[config.mk]
export PLATFORM = sky130hd
export DESIGN_NAME = window_consolidation_detector
export DESIGN_NICKNAME = d
export VERILOG_FILES = /design/src/rtl/wcd_pkg.sv /design/src/rtl/wcd_dp.sv /design/src/rtl/wcd_ctrl.sv /design/src/rtl/window_consolidation_detector.sv
export SDC_FILE = /design/constraint.sdc
export NUM_CORES = 2
export LEC_CHECK = 0
export BUFFER_PORTS_ARGS = -buffer_cell sky130_fd_sc_hd__buf_2
export CAP_MARGIN = 20
export CORE_MARGIN = 10
export CORE_UTILIZATION = 50
export CTS_BUF_LIST = sky130_fd_sc_hd__clkbuf_2 sky130_fd_sc_hd__clkbuf_4 sky130_fd_sc_hd__clkbuf_8
export CTS_CLUSTER_SIZE = 12
export DETAILED_ROUTE_END_ITERATION = 16
export PLACE_DENSITY = 0.61
export SLEW_MARGIN = 0
export SYNTH_ARGS = -nofsm -noshare
export SYNTH_HDL_FRONTEND = slang
export SYNTH_SLANG_ARGS = --single-unit
[constraint.sdc]
create_clock -name clock -period 6.6 [get_ports clock]
set_input_delay 0.66 -clock clock [delete_from_list [all_inputs] [get_ports clock]]
set_output_delay 0.66 -clock clock [all_outputs]
set_load 0.005 [all_outputs]
[src/rtl/wcd_pkg.sv]
// Shared types, constants and helpers for the window consolidation detector.
`default_nettype none

package wcd_pkg;

   localparam int MaxWindow  = 64;
   localparam int AddrWidth  = $clog2(MaxWindow);
   localparam int CountWidth = 7;
   localparam int PriceWidth = 32;
   localparam int LimitWidth = PriceWidth + 4;
   localparam int ScoreWidth = CountWidth + 2;

   localparam logic [CountWidth-1:0] LengthReset = CountWidth'(30);
   localparam logic [CountWidth-1:0] MinLength   = CountWidth'(2);
   localparam logic [CountWidth-1:0] MaxLength   =
      CountWidth'((MaxWindow > 64) ? 64 : MaxWindow);
   localparam logic [CountWidth-1:0] FillLimit   = CountWidth'(MaxWindow);

   typedef struct packed {
      logic [PriceWidth-1:0] bar_high;
      logic [PriceWidth-1:0] bar_low;
      logic [PriceWidth-1:0] noise_level;
   } req_payload_type;

   typedef struct packed {
      logic                  window_full;
      logic                  consolidating;
      logic [CountWidth-1:0] midpoint_hits;
   } rsp_payload_type;

   typedef enum logic [6:0] {
      ST_IDLE       = 7'b0000001,
      ST_START      = 7'b0000010,
      ST_SPAN       = 7'b0000100,
      ST_SPAN_DRAIN = 7'b0001000,
      ST_HITS       = 7'b0010000,
      ST_HITS_DRAIN = 7'b0100000,
      ST_DECIDE     = 7'b1000000
   } state_type;

   typedef struct packed {
      logic                  write;
      logic                  clear;
      logic                  rd_en;
      logic                  rd_hits;
      logic [CountWidth-1:0] pos;
      logic                  load_out;
   } dp_cmd_type;

   typedef struct packed {
      logic                  window_full;
      logic [CountWidth-1:0] length;
   } dp_status_type;

   function automatic logic [CountWidth-1:0] effective_length(
      input logic [CountWidth-1:0] raw);
      logic [CountWidth-1:0] n;
      begin
         n = raw;
         if (n < MinLength) n = MinLength;
         if (n > MaxLength) n = MaxLength;
         return n;
      end
   endfunction

endpackage

`default_nettype wire

[src/rtl/wcd_dp.sv]
// Datapath: bar stores, window scans, accumulators and the result register.
`default_nettype none

module wcd_dp (
   input  wire logic                                clock,
   input  wire logic                                reset,
   input  wire wcd_pkg::req_payload_type            req_payload,
   input  wire logic                                csr_write,
   input  wire logic [wcd_pkg::CountWidth-1:0]      csr_data,
   input  wire wcd_pkg::dp_cmd_type                 cmd,
   output wcd_pkg::dp_status_type                   status,
   output wcd_pkg::rsp_payload_type                 rsp_payload
);

   logic [wcd_pkg::PriceWidth-1:0] high_mem [wcd_pkg::MaxWindow];
   logic [wcd_pkg::PriceWidth-1:0] low_mem  [wcd_pkg::MaxWindow];

   logic [wcd_pkg::CountWidth-1:0] length_ff, length_in;
   logic [wcd_pkg::AddrWidth-1:0]  wp_ff, wp_in;
   logic [wcd_pkg::CountWidth-1:0] fill_ff, fill_in;
   logic [wcd_pkg::LimitWidth-1:0] lim_ff, lim_in;

   logic                           rd_valid_ff;
   logic                           rd_hits_ff;
   logic [wcd_pkg::CountWidth-1:0] rd_pos_ff;
   logic [wcd_pkg::PriceWidth-1:0] rd_high_ff, rd_low_ff;

   logic [wcd_pkg::PriceWidth-1:0] wh_ff, wh_in, wl_ff, wl_in;
   logic [wcd_pkg::PriceWidth-1:0] h1_ff, h1_in, l1_ff, l1_in;
   logic [wcd_pkg::PriceWidth-1:0] h2_ff, h2_in, l2_ff, l2_in;
   logic [wcd_pkg::CountWidth-1:0] hits_ff, hits_in;
   logic [wcd_pkg::PriceWidth:0]   mid2_ff;
   logic [wcd_pkg::PriceWidth-1:0] diff_high_ff, diff_low_ff;
   wcd_pkg::rsp_payload_type       rsp_ff, rsp_in;

   logic [wcd_pkg::CountWidth-1:0] n;
   logic [wcd_pkg::CountWidth-1:0] half;
   logic [wcd_pkg::CountWidth-1:0] both_halves;
   logic [wcd_pkg::AddrWidth-1:0]  start_addr;
   logic [wcd_pkg::AddrWidth-1:0]  rd_addr;
   logic                           span_hit;
   logic [wcd_pkg::ScoreWidth-1:0] hits_x5;
   logic [wcd_pkg::ScoreWidth-1:0] len_x4;
   logic                           spread_ok;

   assign n           = wcd_pkg::effective_length(length_ff);
   assign half        = n >> 1;
   assign both_halves = {half[wcd_pkg::CountWidth-2:0], 1'b0};

   assign status.window_full = (fill_ff >= n);
   assign status.length      = n;

   // The oldest window bar sits n slots behind the next write slot.
   assign start_addr = wp_ff - n[wcd_pkg::AddrWidth-1:0];
   assign rd_addr    = start_addr + cmd.pos[wcd_pkg::AddrWidth-1:0];

   always_ff @(posedge clock) begin
      if (cmd.write) begin
         high_mem[wp_ff] <= req_payload.bar_high;
         low_mem[wp_ff]  <= req_payload.bar_low;
      end
   end

   always_ff @(posedge clock) begin
      rd_high_ff <= high_mem[rd_addr];
      rd_low_ff  <= low_mem[rd_addr];
   end

   always_comb begin
      length_in = csr_write ? csr_data : length_ff;
      wp_in     = wp_ff;
      fill_in   = fill_ff;
      lim_in    = lim_ff;
      if (cmd.write) begin
         wp_in = wp_ff + 1'b1;
         if (fill_ff < wcd_pkg::FillLimit) fill_in = fill_ff + 1'b1;
         lim_in = ({4'b0000, req_payload.noise_level} << 3)
                + ({4'b0000, req_payload.noise_level} << 1);
      end
   end

   // A bar holds the midpoint when 2*low <= high+low of the window <= 2*high.
   assign span_hit = ({rd_high_ff, 1'b0} >= mid2_ff) && ({rd_low_ff, 1'b0} <= mid2_ff);

   always_comb begin
      wh_in   = wh_ff;
      wl_in   = wl_ff;
      h1_in   = h1_ff;
      l1_in   = l1_ff;
      h2_in   = h2_ff;
      l2_in   = l2_ff;
      hits_in = hits_ff;
      if (cmd.clear) begin
         wh_in   = '0;
         wl_in   = '1;
         h1_in   = '0;
         l1_in   = '1;
         h2_in   = '0;
         l2_in   = '1;
         hits_in = '0;
      end else if (rd_valid_ff && !rd_hits_ff) begin
         if (rd_high_ff > wh_ff) wh_in = rd_high_ff;
         if (rd_low_ff < wl_ff)  wl_in = rd_low_ff;
         if (rd_pos_ff < half) begin
            if (rd_high_ff > h1_ff) h1_in = rd_high_ff;
            if (rd_low_ff < l1_ff)  l1_in = rd_low_ff;
         end else if (rd_pos_ff < both_halves) begin
            if (rd_high_ff > h2_ff) h2_in = rd_high_ff;
            if (rd_low_ff < l2_ff)  l2_in = rd_low_ff;
         end
      end else if (rd_valid_ff && rd_hits_ff && span_hit) begin
         hits_in = hits_ff + 1'b1;
      end
   end

   assign hits_x5   = {hits_ff, 2'b00} + {2'b00, hits_ff};
   assign len_x4    = {n, 2'b00};
   assign spread_ok = ({4'b0000, diff_high_ff} <= lim_ff)
                   && ({4'b0000, diff_low_ff} <= lim_ff);

   always_comb begin
      rsp_in = rsp_ff;
      if (cmd.load_out) begin
         rsp_in.window_full   = status.window_full;
         rsp_in.consolidating = status.window_full && (hits_x5 >= len_x4) && spread_ok;
         rsp_in.midpoint_hits = status.window_full ? hits_ff : '0;
      end
   end

   always_ff @(posedge clock) begin
      if (reset) begin
         length_ff   <= wcd_pkg::LengthReset;
         wp_ff       <= '0;
         fill_ff     <= '0;
         rd_valid_ff <= 1'b0;
      end else begin
         length_ff   <= length_in;
         wp_ff       <= wp_in;
         fill_ff     <= fill_in;
         rd_valid_ff <= cmd.rd_en;
      end
   end

   always_ff @(posedge clock) begin
      lim_ff       <= lim_in;
      rd_hits_ff   <= cmd.rd_hits;
      rd_pos_ff    <= cmd.pos;
      wh_ff        <= wh_in;
      wl_ff        <= wl_in;
      h1_ff        <= h1_in;
      l1_ff        <= l1_in;
      h2_ff        <= h2_in;
      l2_ff        <= l2_in;
      hits_ff      <= hits_in;
      mid2_ff      <= {1'b0, wh_ff} + {1'b0, wl_ff};
      diff_high_ff <= (h1_ff >= h2_ff) ? (h1_ff - h2_ff) : (h2_ff - h1_ff);
      diff_low_ff  <= (l1_ff >= l2_ff) ? (l1_ff - l2_ff) : (l2_ff - l1_ff);
      rsp_ff       <= rsp_in;
   end

   assign rsp_payload = rsp_ff;

   a_fill_bounded: assert property (@(posedge clock) disable iff (reset)
      fill_ff <= wcd_pkg::FillLimit)
      else $error("fill count passed the store depth");

   a_hits_bounded: assert property (@(posedge clock) disable iff (reset)
      cmd.load_out |-> (hits_ff <= n))
      else $error("midpoint hit count exceeds the window length");

   a_wp_advances: assert property (@(posedge clock) disable iff (reset)
      cmd.write |=> (wp_ff == $past(wp_ff) + 1'b1))
      else $error("write pointer did not advance after a stored bar");

endmodule

`default_nettype wire

[src/rtl/wcd_ctrl.sv]
// Controller: sequences the write, the two window scans and the result hand-off.
`default_nettype none

module wcd_ctrl (
   input  wire logic                  clock,
   input  wire logic                  reset,
   input  wire logic                  req_valid,
   output logic                       req_stall,
   output logic                       rsp_valid,
   input  wire logic                  rsp_stall,
   input  wire wcd_pkg::dp_status_type status,
   output wcd_pkg::dp_cmd_type        cmd
);

   wcd_pkg::state_type             state_ff, state_in;
   logic [wcd_pkg::CountWidth-1:0] pos_ff, pos_in;
   logic                           rsp_valid_ff, rsp_valid_in;
   logic                           out_free;
   logic                           last_pos;

   assign out_free  = !rsp_valid_ff || !rsp_stall;
   assign last_pos  = (pos_ff == status.length - 1'b1);
   assign req_stall = (state_ff != wcd_pkg::ST_IDLE);

   always_comb begin
      state_in     = state_ff;
      pos_in       = pos_ff;
      cmd          = '0;
      cmd.pos      = pos_ff;
      cmd.write    = req_valid && (state_ff == wcd_pkg::ST_IDLE);
      case (state_ff)
         wcd_pkg::ST_IDLE: begin
            if (req_valid) state_in = wcd_pkg::ST_START;
         end
         wcd_pkg::ST_START: begin
            cmd.clear = 1'b1;
            pos_in    = '0;
            state_in  = status.window_full ? wcd_pkg::ST_SPAN : wcd_pkg::ST_DECIDE;
         end
         wcd_pkg::ST_SPAN: begin
            cmd.rd_en = 1'b1;
            if (last_pos) begin
               pos_in   = '0;
               state_in = wcd_pkg::ST_SPAN_DRAIN;
            end else begin
               pos_in = pos_ff + 1'b1;
            end
         end
         wcd_pkg::ST_SPAN_DRAIN: begin
            state_in = wcd_pkg::ST_HITS;
         end
         wcd_pkg::ST_HITS: begin
            cmd.rd_en   = 1'b1;
            cmd.rd_hits = 1'b1;
            if (last_pos) begin
               pos_in   = '0;
               state_in = wcd_pkg::ST_HITS_DRAIN;
            end else begin
               pos_in = pos_ff + 1'b1;
            end
         end
         wcd_pkg::ST_HITS_DRAIN: begin
            state_in = wcd_pkg::ST_DECIDE;
         end
         wcd_pkg::ST_DECIDE: begin
            if (out_free) begin
               cmd.load_out = 1'b1;
               state_in     = wcd_pkg::ST_IDLE;
            end
         end
         default: begin
            state_in = wcd_pkg::ST_IDLE;
         end
      endcase
   end

   always_comb begin
      rsp_valid_in = rsp_valid_ff;
      if (cmd.load_out)                    rsp_valid_in = 1'b1;
      else if (rsp_valid_ff && !rsp_stall) rsp_valid_in = 1'b0;
   end

   always_ff @(posedge clock) begin
      if (reset) begin
         state_ff     <= wcd_pkg::ST_IDLE;
         pos_ff       <= '0;
         rsp_valid_ff <= 1'b0;
      end else begin
         state_ff     <= state_in;
         pos_ff       <= pos_in;
         rsp_valid_ff <= rsp_valid_in;
      end
   end

   assign rsp_valid = rsp_valid_ff;

   a_pos_in_window: assert property (@(posedge clock) disable iff (reset)
      (state_ff == wcd_pkg::ST_SPAN || state_ff == wcd_pkg::ST_HITS)
         |-> (pos_ff < status.length))
      else $error("scan position ran past the window");

   a_no_overwrite: assert property (@(posedge clock) disable iff (reset)
      cmd.load_out |-> !(rsp_valid_ff && rsp_stall))
      else $error("result register loaded while a stalled result waits");

   a_load_shows: assert property (@(posedge clock) disable iff (reset)
      cmd.load_out |=> rsp_valid_ff)
      else $error("loaded result not presented");

   a_scan_only_full: assert property (@(posedge clock) disable iff (reset)
      (state_ff == wcd_pkg::ST_START && !status.window_full)
         |=> (state_ff == wcd_pkg::ST_DECIDE))
      else $error("scan started on a window that is not full");

endmodule

`default_nettype wire

[src/rtl/window_consolidation_detector.sv]
// Top level of the window consolidation detector.
// Each request carries one price bar (high, low, noise level); the bar is
// written into a 64-entry ring store and the most recent N bars
// (window_length, clamped to 2..64, reset 30) are judged. Once N bars have
// arrived, the block scans the window twice through the single read port of
// the store: one pass collects the window maximum high and minimum low and
// the half-window spans, the next counts bars holding the midpoint. While
// the window is not yet full, both scans are skipped. The next request can
// be accepted in the cycle after the result is loaded. Requests are taken
// only while the controller is idle; a finished result waits in its output
// register, and a request accepted meanwhile gets its result loaded only
// once the waiting one has been taken. csr_ready is always high; the length
// register should be written only between requests.
`default_nettype none

module window_consolidation_detector (
   input  wire logic                           clock,
   input  wire logic                           reset,
   input  wire logic                           req_valid,
   output logic                                req_stall,
   input  wire wcd_pkg::req_payload_type       req_payload,
   output logic                                rsp_valid,
   input  wire logic                           rsp_stall,
   output wcd_pkg::rsp_payload_type            rsp_payload,
   input  wire logic                           csr_valid,
   output logic                                csr_ready,
   input  wire logic [wcd_pkg::CountWidth-1:0] csr_data
);

   wcd_pkg::dp_cmd_type    cmd;
   wcd_pkg::dp_status_type status;

   assign csr_ready = 1'b1;

   wcd_ctrl u_ctrl (
      .clock     (clock),
      .reset     (reset),
      .req_valid (req_valid),
      .req_stall (req_stall),
      .rsp_valid (rsp_valid),
      .rsp_stall (rsp_stall),
      .status    (status),
      .cmd       (cmd)
   );

   wcd_dp u_dp (
      .clock       (clock),
      .reset       (reset),
      .req_payload (req_payload),
      .csr_write   (csr_valid && csr_ready),
      .csr_data    (csr_data),
      .cmd         (cmd),
      .status      (status),
      .rsp_payload (rsp_payload)
   );

endmodule

`default_nettype wire
# [Yosys cells after proc, flatten, opt, wreduce, memory -nomap -nowiden]
# Memory sizes are Yosys's and may differ from the RTL's. A register that Yosys moved wholly into a read port is not among the register bits.
# Index checks and enable logic that the tools add are counted.
[classes] n_eq_ne=13 n_bitwise=2 reduce_logical=25 muxes=21 magnitude_cmp=19 n_addsub=14
[ops] cell="$sub A32 B32 Y32" n=4
[ops] cell="$gt A32 B32 Y1" n=3
[ops] cell="$lt A32 B32 Y1" n=3
[ops] cell="$le A32 B36 Y1" n=2
[ops] cell="$ge A32 B32 Y1" n=2
[ops] cell="$mux W32" n=2
[ops] cell="$mux W7" n=8
[ops] cell="$pmux W7 S7" n=1
[ops] cell="$add A35 B33 Y36" n=1
[ops] cell="$add A32 B32 Y33" n=1
[ops] cell="$ge A33 B33 Y1" n=1
[ops] cell="$le A33 B33 Y1" n=1
[ops] cell="$add A7 B1 Y7 const B" n=3
[ops] cell="$pmux W7 S2" n=1
[ops] cell="$reduce_and A4 Y1" n=3
[ops] cell="$add A9 B7 Y9" n=1
[ops] cell="$ge A9 B9 Y1" n=1
[ops] cell="$logic_and A1 B1 Y1" n=9
[ops] cell="$mux W1" n=9
[ops] cell="$reduce_and A2 Y1" n=4
[ops] cell="$eq A7 B1 Y1 const B" n=1
[ops] cell="$eq A7 B2 Y1 const B" n=1
[ops] cell="$eq A7 B3 Y1 const B" n=1
[ops] cell="$eq A7 B4 Y1 const B" n=1
[ops] cell="23 further kinds" n=30
[word_totals] mem_count=2 out_inout_bits=12 input_bits=108 regBits=385 ramBits=4096
[mem_list] name="u_dp.high_mem" depth=64 width=32 rd=1 rd_clocked_by_memory_dff=1 wr=1 line="wcd_dp.sv:15" text="logic [wcd_pkg::PriceWidth-1:0] high_mem [wcd_pkg::MaxWindow];"
[mem_list] name="u_dp.low_mem" depth=64 width=32 rd=1 rd_clocked_by_memory_dff=1 wr=1 line="wcd_dp.sv:16" text="logic [wcd_pkg::PriceWidth-1:0] low_mem [wcd_pkg::MaxWindow];"

# [Longest topological paths before layout]
[depth] ltp_word=8 depth_mapped=18 mapped_depth_nobuf=16

# [Cells and area by module]
# A second synthesis with hierarchy kept.
[unflattened] cells_unflattened=9611 hier_area_um2=187010.6
[modules_own_cells] mod="wcd_dp" cells_each=9474 area_per_inst_um2=185920.8 n_inst=1
[modules_own_cells] mod="wcd_ctrl" cells_each=135 area_per_inst_um2=1078.5 n_inst=1
[modules_own_cells] mod="window_consolidation_detector" cells_each=2 area_per_inst_um2=11.3 n_inst=1

# [Worst setup path before layout]
# Ideal clock, no wire load.
[synth_path] path_kind="reg2reg" startpoint="reg u_ctrl.state_ff[6]" endpoint="mem u_dp.high_mem[63][0] (netlist name) (enable)" t_required_ps=6113 stages_incl_launch_ff=9 synth_period_minus_slack_ps=4939 setup_slack_ps=1661 n_path_buf=0 t_arrival_ps=4452 path_cell_list="dfxtp_1 or3_1 nor3_1 nand3b_1 inv_1 nand2_1 nor2_1 nand3_2 nor2_1"
[synth_between] elab_chain_cells=4
[synth_lines] element="from (decl)" line="wcd_ctrl.sv:15" text="wcd_pkg::state_type state_ff, state_in;"
[synth_lines] element="from (signal assigned)" line="wcd_ctrl.sv:85" text="state_ff <= wcd_pkg::ST_IDLE;"
[synth_lines] element="from (signal assigned)" line="wcd_ctrl.sv:89" text="state_ff <= state_in;"
[synth_lines] element="$eq A7 B1 Y1" line="wcd_ctrl.sv:30" text="cmd.write = req_valid && (state_ff == wcd_pkg::ST_IDLE);"
[synth_lines] element="$logic_and A1 B1 Y1" line="wcd_ctrl.sv:30"
[synth_lines] element="$mux W1" line="wcd_dp.sv:58" text="if (cmd.write) begin"
[synth_lines] element="$mux W1 (not written as such)" line="wcd_dp.sv:59" text="high_mem[wp_ff] <= req_payload.bar_high;"
[synth_lines] element="to (decl)" line="wcd_dp.sv:15"
# No other way between the ends.

# [Final worst setup path]
[layout_path] startpoint="reg u_dp.length_ff[3] (netlist name)" endpoint="reg u_dp.rd_high_ff[4] (netlist name), read port of u_dp.high_mem"
[layout_between] elab_chain_cells=6
[layout_lines] element="from (decl)" line="wcd_dp.sv:18" text="logic [wcd_pkg::CountWidth-1:0] length_ff, length_in;"
[layout_lines] element="from (signal assigned)" line="wcd_dp.sv:132" text="length_ff <= wcd_pkg::LengthReset;"
[layout_lines] element="from (signal assigned)" line="wcd_dp.sv:137" text="length_ff <= length_in;"
[layout_lines] element="$lt A7 B2 Y1" line="wcd_pkg.sv:60" text="if (n < MinLength) n = MinLength;"
[layout_lines] element="$mux W7 (*)" line="wcd_pkg.sv:60"
[layout_lines] element="$gt A7 B7 Y1" line="wcd_pkg.sv:61" text="if (n > MaxLength) n = MaxLength;"
[layout_lines] element="$mux W7 (*)" line="wcd_pkg.sv:61"
[layout_lines] element="$sub A6 B6 Y6 (*)" line="wcd_dp.sv:54" text="assign start_addr = wp_ff - n[wcd_pkg::AddrWidth-1:0];"
[layout_lines] element="$add A6 B6 Y6 (*)" line="wcd_dp.sv:55" text="assign rd_addr = start_addr + cmd.pos[wcd_pkg::AddrWidth-1:0];"
[layout_lines] element="to (decl)" line="wcd_dp.sv:26" text="logic [wcd_pkg::PriceWidth-1:0] rd_high_ff, rd_low_ff;"
# Every way passes the cells marked *; elsewhere a longest branch is shown, timed or not.
# A chain may end at the register's enable or synchronous reset.

==> results.md <==
Worst setup path:
- The endpoint type of the worst setup path is a register.
- The largest individual stage delay along the critical path comes from the cell fa_4.
- In this design, the critical path's most frequently occurring cell is inv_1.
- The type of origin of the critical path is a register.
- The largest single stage delay on the critical path is 1320 ps.
- The required time of the critical path is 7640 ps.
- In this run the worst path has a maximum fanout of 41.
- By startpoint and endpoint, the worst setup path is classified as reg2reg.
- The critical path goes through nor4_4, nand2b_1, nand3_1, inv_1, ha_1, inv_1, ha_4, inv_1, fa_4, buf_12, buf_12, mux4_2, mux4_2, a211oi_1, a21oi_1.
- Data on the critical path arrives at its endpoint at 6630 ps.

GRT:
- The initial antenna violation count is 41.
- Summed over all layers, the global routing overflow is 0.
- The total global-route track usage is 0.265.
- The number of global-route vias before repair is 102,000.
- Entering global routing, the biggest net connects 149 pins.
- The global-route wire length before repair is 756,000 um.

Route:
- The average vias per placed instance is 6.29.
- The number of optimization iterations in the first detailed-route pass is 5.
- The detail route stage leaves a number of antenna-violating nets equal to 0.
- The DRC violations left is 0.
- The routed layout has 101,000 vias.
- The number of DRC markers after the initial detailed-route iteration is 11,500.
- The final routed wire length divided by cell count is 33.5 um.
- The final layout contains routed wiring with a total length of 537,000 um.

Power and ir drop:
- The total power consumption of the routed design is 78.0 mW.
- IR analysis of the VDD net gives a maximum drop of 273 uV.
- Summed over all cells, the static leakage comes to 71.3 nW.
- The power density over the cells is 368 nW/um2.

STA:
- Setup total negative slack on the finished layout was measured at 0 ps.
- The count of final hold-check violations came to 0.
- The max-slew violation count came to 0.
- The worst pin sits at a relative slew slack of 0.189.
- The worst hold margin is 165 ps.
- Setup repair after global routing left no endpoint under its margin.
- For this run, the top clock speed supported by timing is 0.179 GHz.
- The clock skew after layout is 50.9 ps.
- The total of endpoints with negative setup slack in the final report is 0.
- The actual transition at the worst max-transition pin is 1220 ps.
- The time the final worst path needs with I/O delays and setup is 5590 ps.
- In the finished design, the share of the clock period the worst path needs comes to 0.847.

Clocking:
- CTS saw 4,544 sinks.
- The root buffer cell chosen for the clock tree is clkbuf_8.
- The later-pin clock latency in the skew report is 1230 ps.
- The clock-pin slew on the worst setup and hold paths is 60 ps.
- Counting along the longest clock path gives a buffer depth of 4.
- The clock buffer count from CTS is 724.
- TritonCTS built the clock tree.
- The number of hold buffers added after CTS was 76.
- Post-CTS repair changed the size of 0 cells.
- CTS built an H-tree with a depth of 6.
- The post-CTS setup buffer count is 0.

Layout:
- The total non-filler cell area in the finished layout is 212,000 um2.
- The final core utilization is 0.569.
- The area growth from synthesis to layout is 13.3%.
- The fraction of final layout cells sized beyond drive strength 1 is 0.275.
- For this run, the post-layout net count is 11,100.
- The number of fillers in the final layout is 28,100.

Floorplanning:
- In this run the core area contains 224 standard-cell rows.
- The top-level I/O count is 120.
- The total area inside the core boundary comes to 372,000 um2.
- The height of the die is 631 um.
- The die footprint is 398,000 um2.
- The floorplan die width is 631 um.
- For this configuration, the core starts out at a cell density of 0.502.

Yosys:
- In this run, synthesis produced a sequential element count of 4,544.
- The post-synth net total is 10,300.
- By instance count, the leading cell after synthesis is edfxtp_1.
- The share of the synthesized area in the top cell type is 0.666.
- For this run, the register share of the synthesized area comes to 0.709.
- The cell count after synthesis came out at 9,659.
- The synthesized design contains 4,140 enable-type register cells.
- In the synthesized netlist, the cells that appear most often are edfxtp_1 (4,140), mux4_2 (1,280), ha_1 (544), dfxtp_1 (404), a21oi_1 (350).
- The biggest area consumer among synthesized cells is edfxtp_1.
- The async set or reset register ratio after synthesis is 0.
- By area the synthesized netlist is led by edfxtp_1 (67%), mux4_2 (15%), dfxtp_1 (4.3%), ha_1 (3.6%), a21oi_1 (0.94%).
- Yosys printed 0 warnings.
- The summed instance area of the synthesized netlist is 187,000 um2.
- After synthesis, the mean cell area works out to 19.3 um2.
- The count of unique library cells instantiated by Yosys is 95.
- In the synthesized netlist the dominant register cell turns out to be edfxtp_1.

Hold path:
- The path type of the worst min-delay path is in2reg.

Placement:
- The count of buffers inserted at the top-level ports is 118.
- The instance area after placement is 196,000 um2.
- The congestion estimate from routability-driven global placement came to 0.875.
- The HPWL after detailed placement is 300,000 um.

Job:
- The total of max-cap violations is 0.

Status:
- The run finished with clean final reports.
-- layout make-up --
type | instances | area [um2] | area share
clock inverter | 274 | 1750 | 0.00826
timing repair buffer | 521 | 5580 | 0.0263
antenna | 18 | 45.0 | 0.000213
inverter | 349 | 1310 | 0.00619
multi-input combinational | 4310 | 51700 | 0.244
tap | 4972 | 6220 | 0.0294
clock buffer | 1045 | 12700 | 0.0599
sequential | 4544 | 132000 | 0.625
-- report_power, final --
| group | switching [mW] | internal, mW |
|---|---|---|
| clock | 11.2 | 12.8 |
| sequential | 1.29 | 32.2 |
| combinational | 11.0 | 9.52 |
| total | 23.5 | 54.5 |
-- placed cells by master (no fill, tap or decap), types with 181 or more instances in the layout --
cell type     n
edfxtp_1   4140
nand2_1     244
clkbuf_4    273
ha_1        543
nor2_1      204
clkbuf_8    772
mux4_2     1280
o21ai_0     181
inv_1       345
dfxtp_1     404
a21oi_1     350
buf_4       184
-- critical path: cells and delay by family (launching register included) --
kind / cells / cell delay [ps]
buffers and inverters: 5 / 930
AOI/OAI and AO/OA: 2 / 780
adders and majority gates: 3 / 1770
DFF: 1 / 380
muxes: 2 / 890
and+or+nand+nor: 3 / 600
-- through the flow --
stage | worst slack, ps | cells
global placement | 1080 | 14600
detailed placement | 1060 | 14600
CTS | 1070 | 16000
floorplan | 1660 | 9659
global route | 888 | 16000
finish | 1010 | 16000
-- layer usage --
| layer | vias to the layer above | GRT usage | wire (um) |
|---|---|---|---|
| met2 | 4857 | 0.430 | 258000 |
| met1 | 53500 | 0.364 | 212000 |
| li1 | 41400 | - | - |
| met3 | 999 | 0.0508 | 47900 |
| met5 | - | 0 | 149 |
| met4 | 22 | 0.0882 | 19400 |
-- cells by family after synthesis --
kind of cell	synth area share
mux	0.161
other cells	0.0000201
buf+inv	0.0172
fa+ha+maj	0.0377
xor+xnor	0.00703
flops	0.709
simple gates	0.0262
compound gates	0.0414
-- final timing paths --
kind | start | to | slack [ps] | cells past startpoint
max | u_dp.length_ff[3]$_SDFFE_PP1P_ | u_dp.rd_high_ff[4]$_DFF_P_ | 1010 | 15
min | req_payload[39] | u_dp.low_mem[60][7]$_DFFE_PP_ | 160 | 1
max reg2reg | u_dp.length_ff[3]$_SDFFE_PP1P_ | u_dp.rd_high_ff[4]$_DFF_P_ | 1010 | 15
min reg2reg | u_ctrl.pos_ff[2]$_SDFFE_PP0P_ | u_dp.rd_pos_ff[2]$_DFF_P_ | 420 | 0
-- state kept, by name (all words and copies together) (netlist names), 7 cells and up --
register,count
u_dp.low_mem,2048
u_dp.lim_ff,35
u_dp.rd_high_ff,32
u_ctrl.state_ff,7
u_dp.diff_high_ff,32
u_dp.wh_ff,32
u_dp.l2_ff,32
u_dp.fill_ff,7
u_dp.rsp_payload,9
u_dp.l1_ff,32
u_dp.mid2_ff,33
u_dp.high_mem,2048
u_dp.length_ff,7
u_dp.h2_ff,32
u_dp.h1_ff,32
u_ctrl.pos_ff,7
u_dp.rd_pos_ff,7
u_dp.diff_low_ff,32
u_dp.hits_ff,7
u_dp.rd_low_ff,32
u_dp.wl_ff,32
No activity file was read; power rests on OpenSTA's default activity.
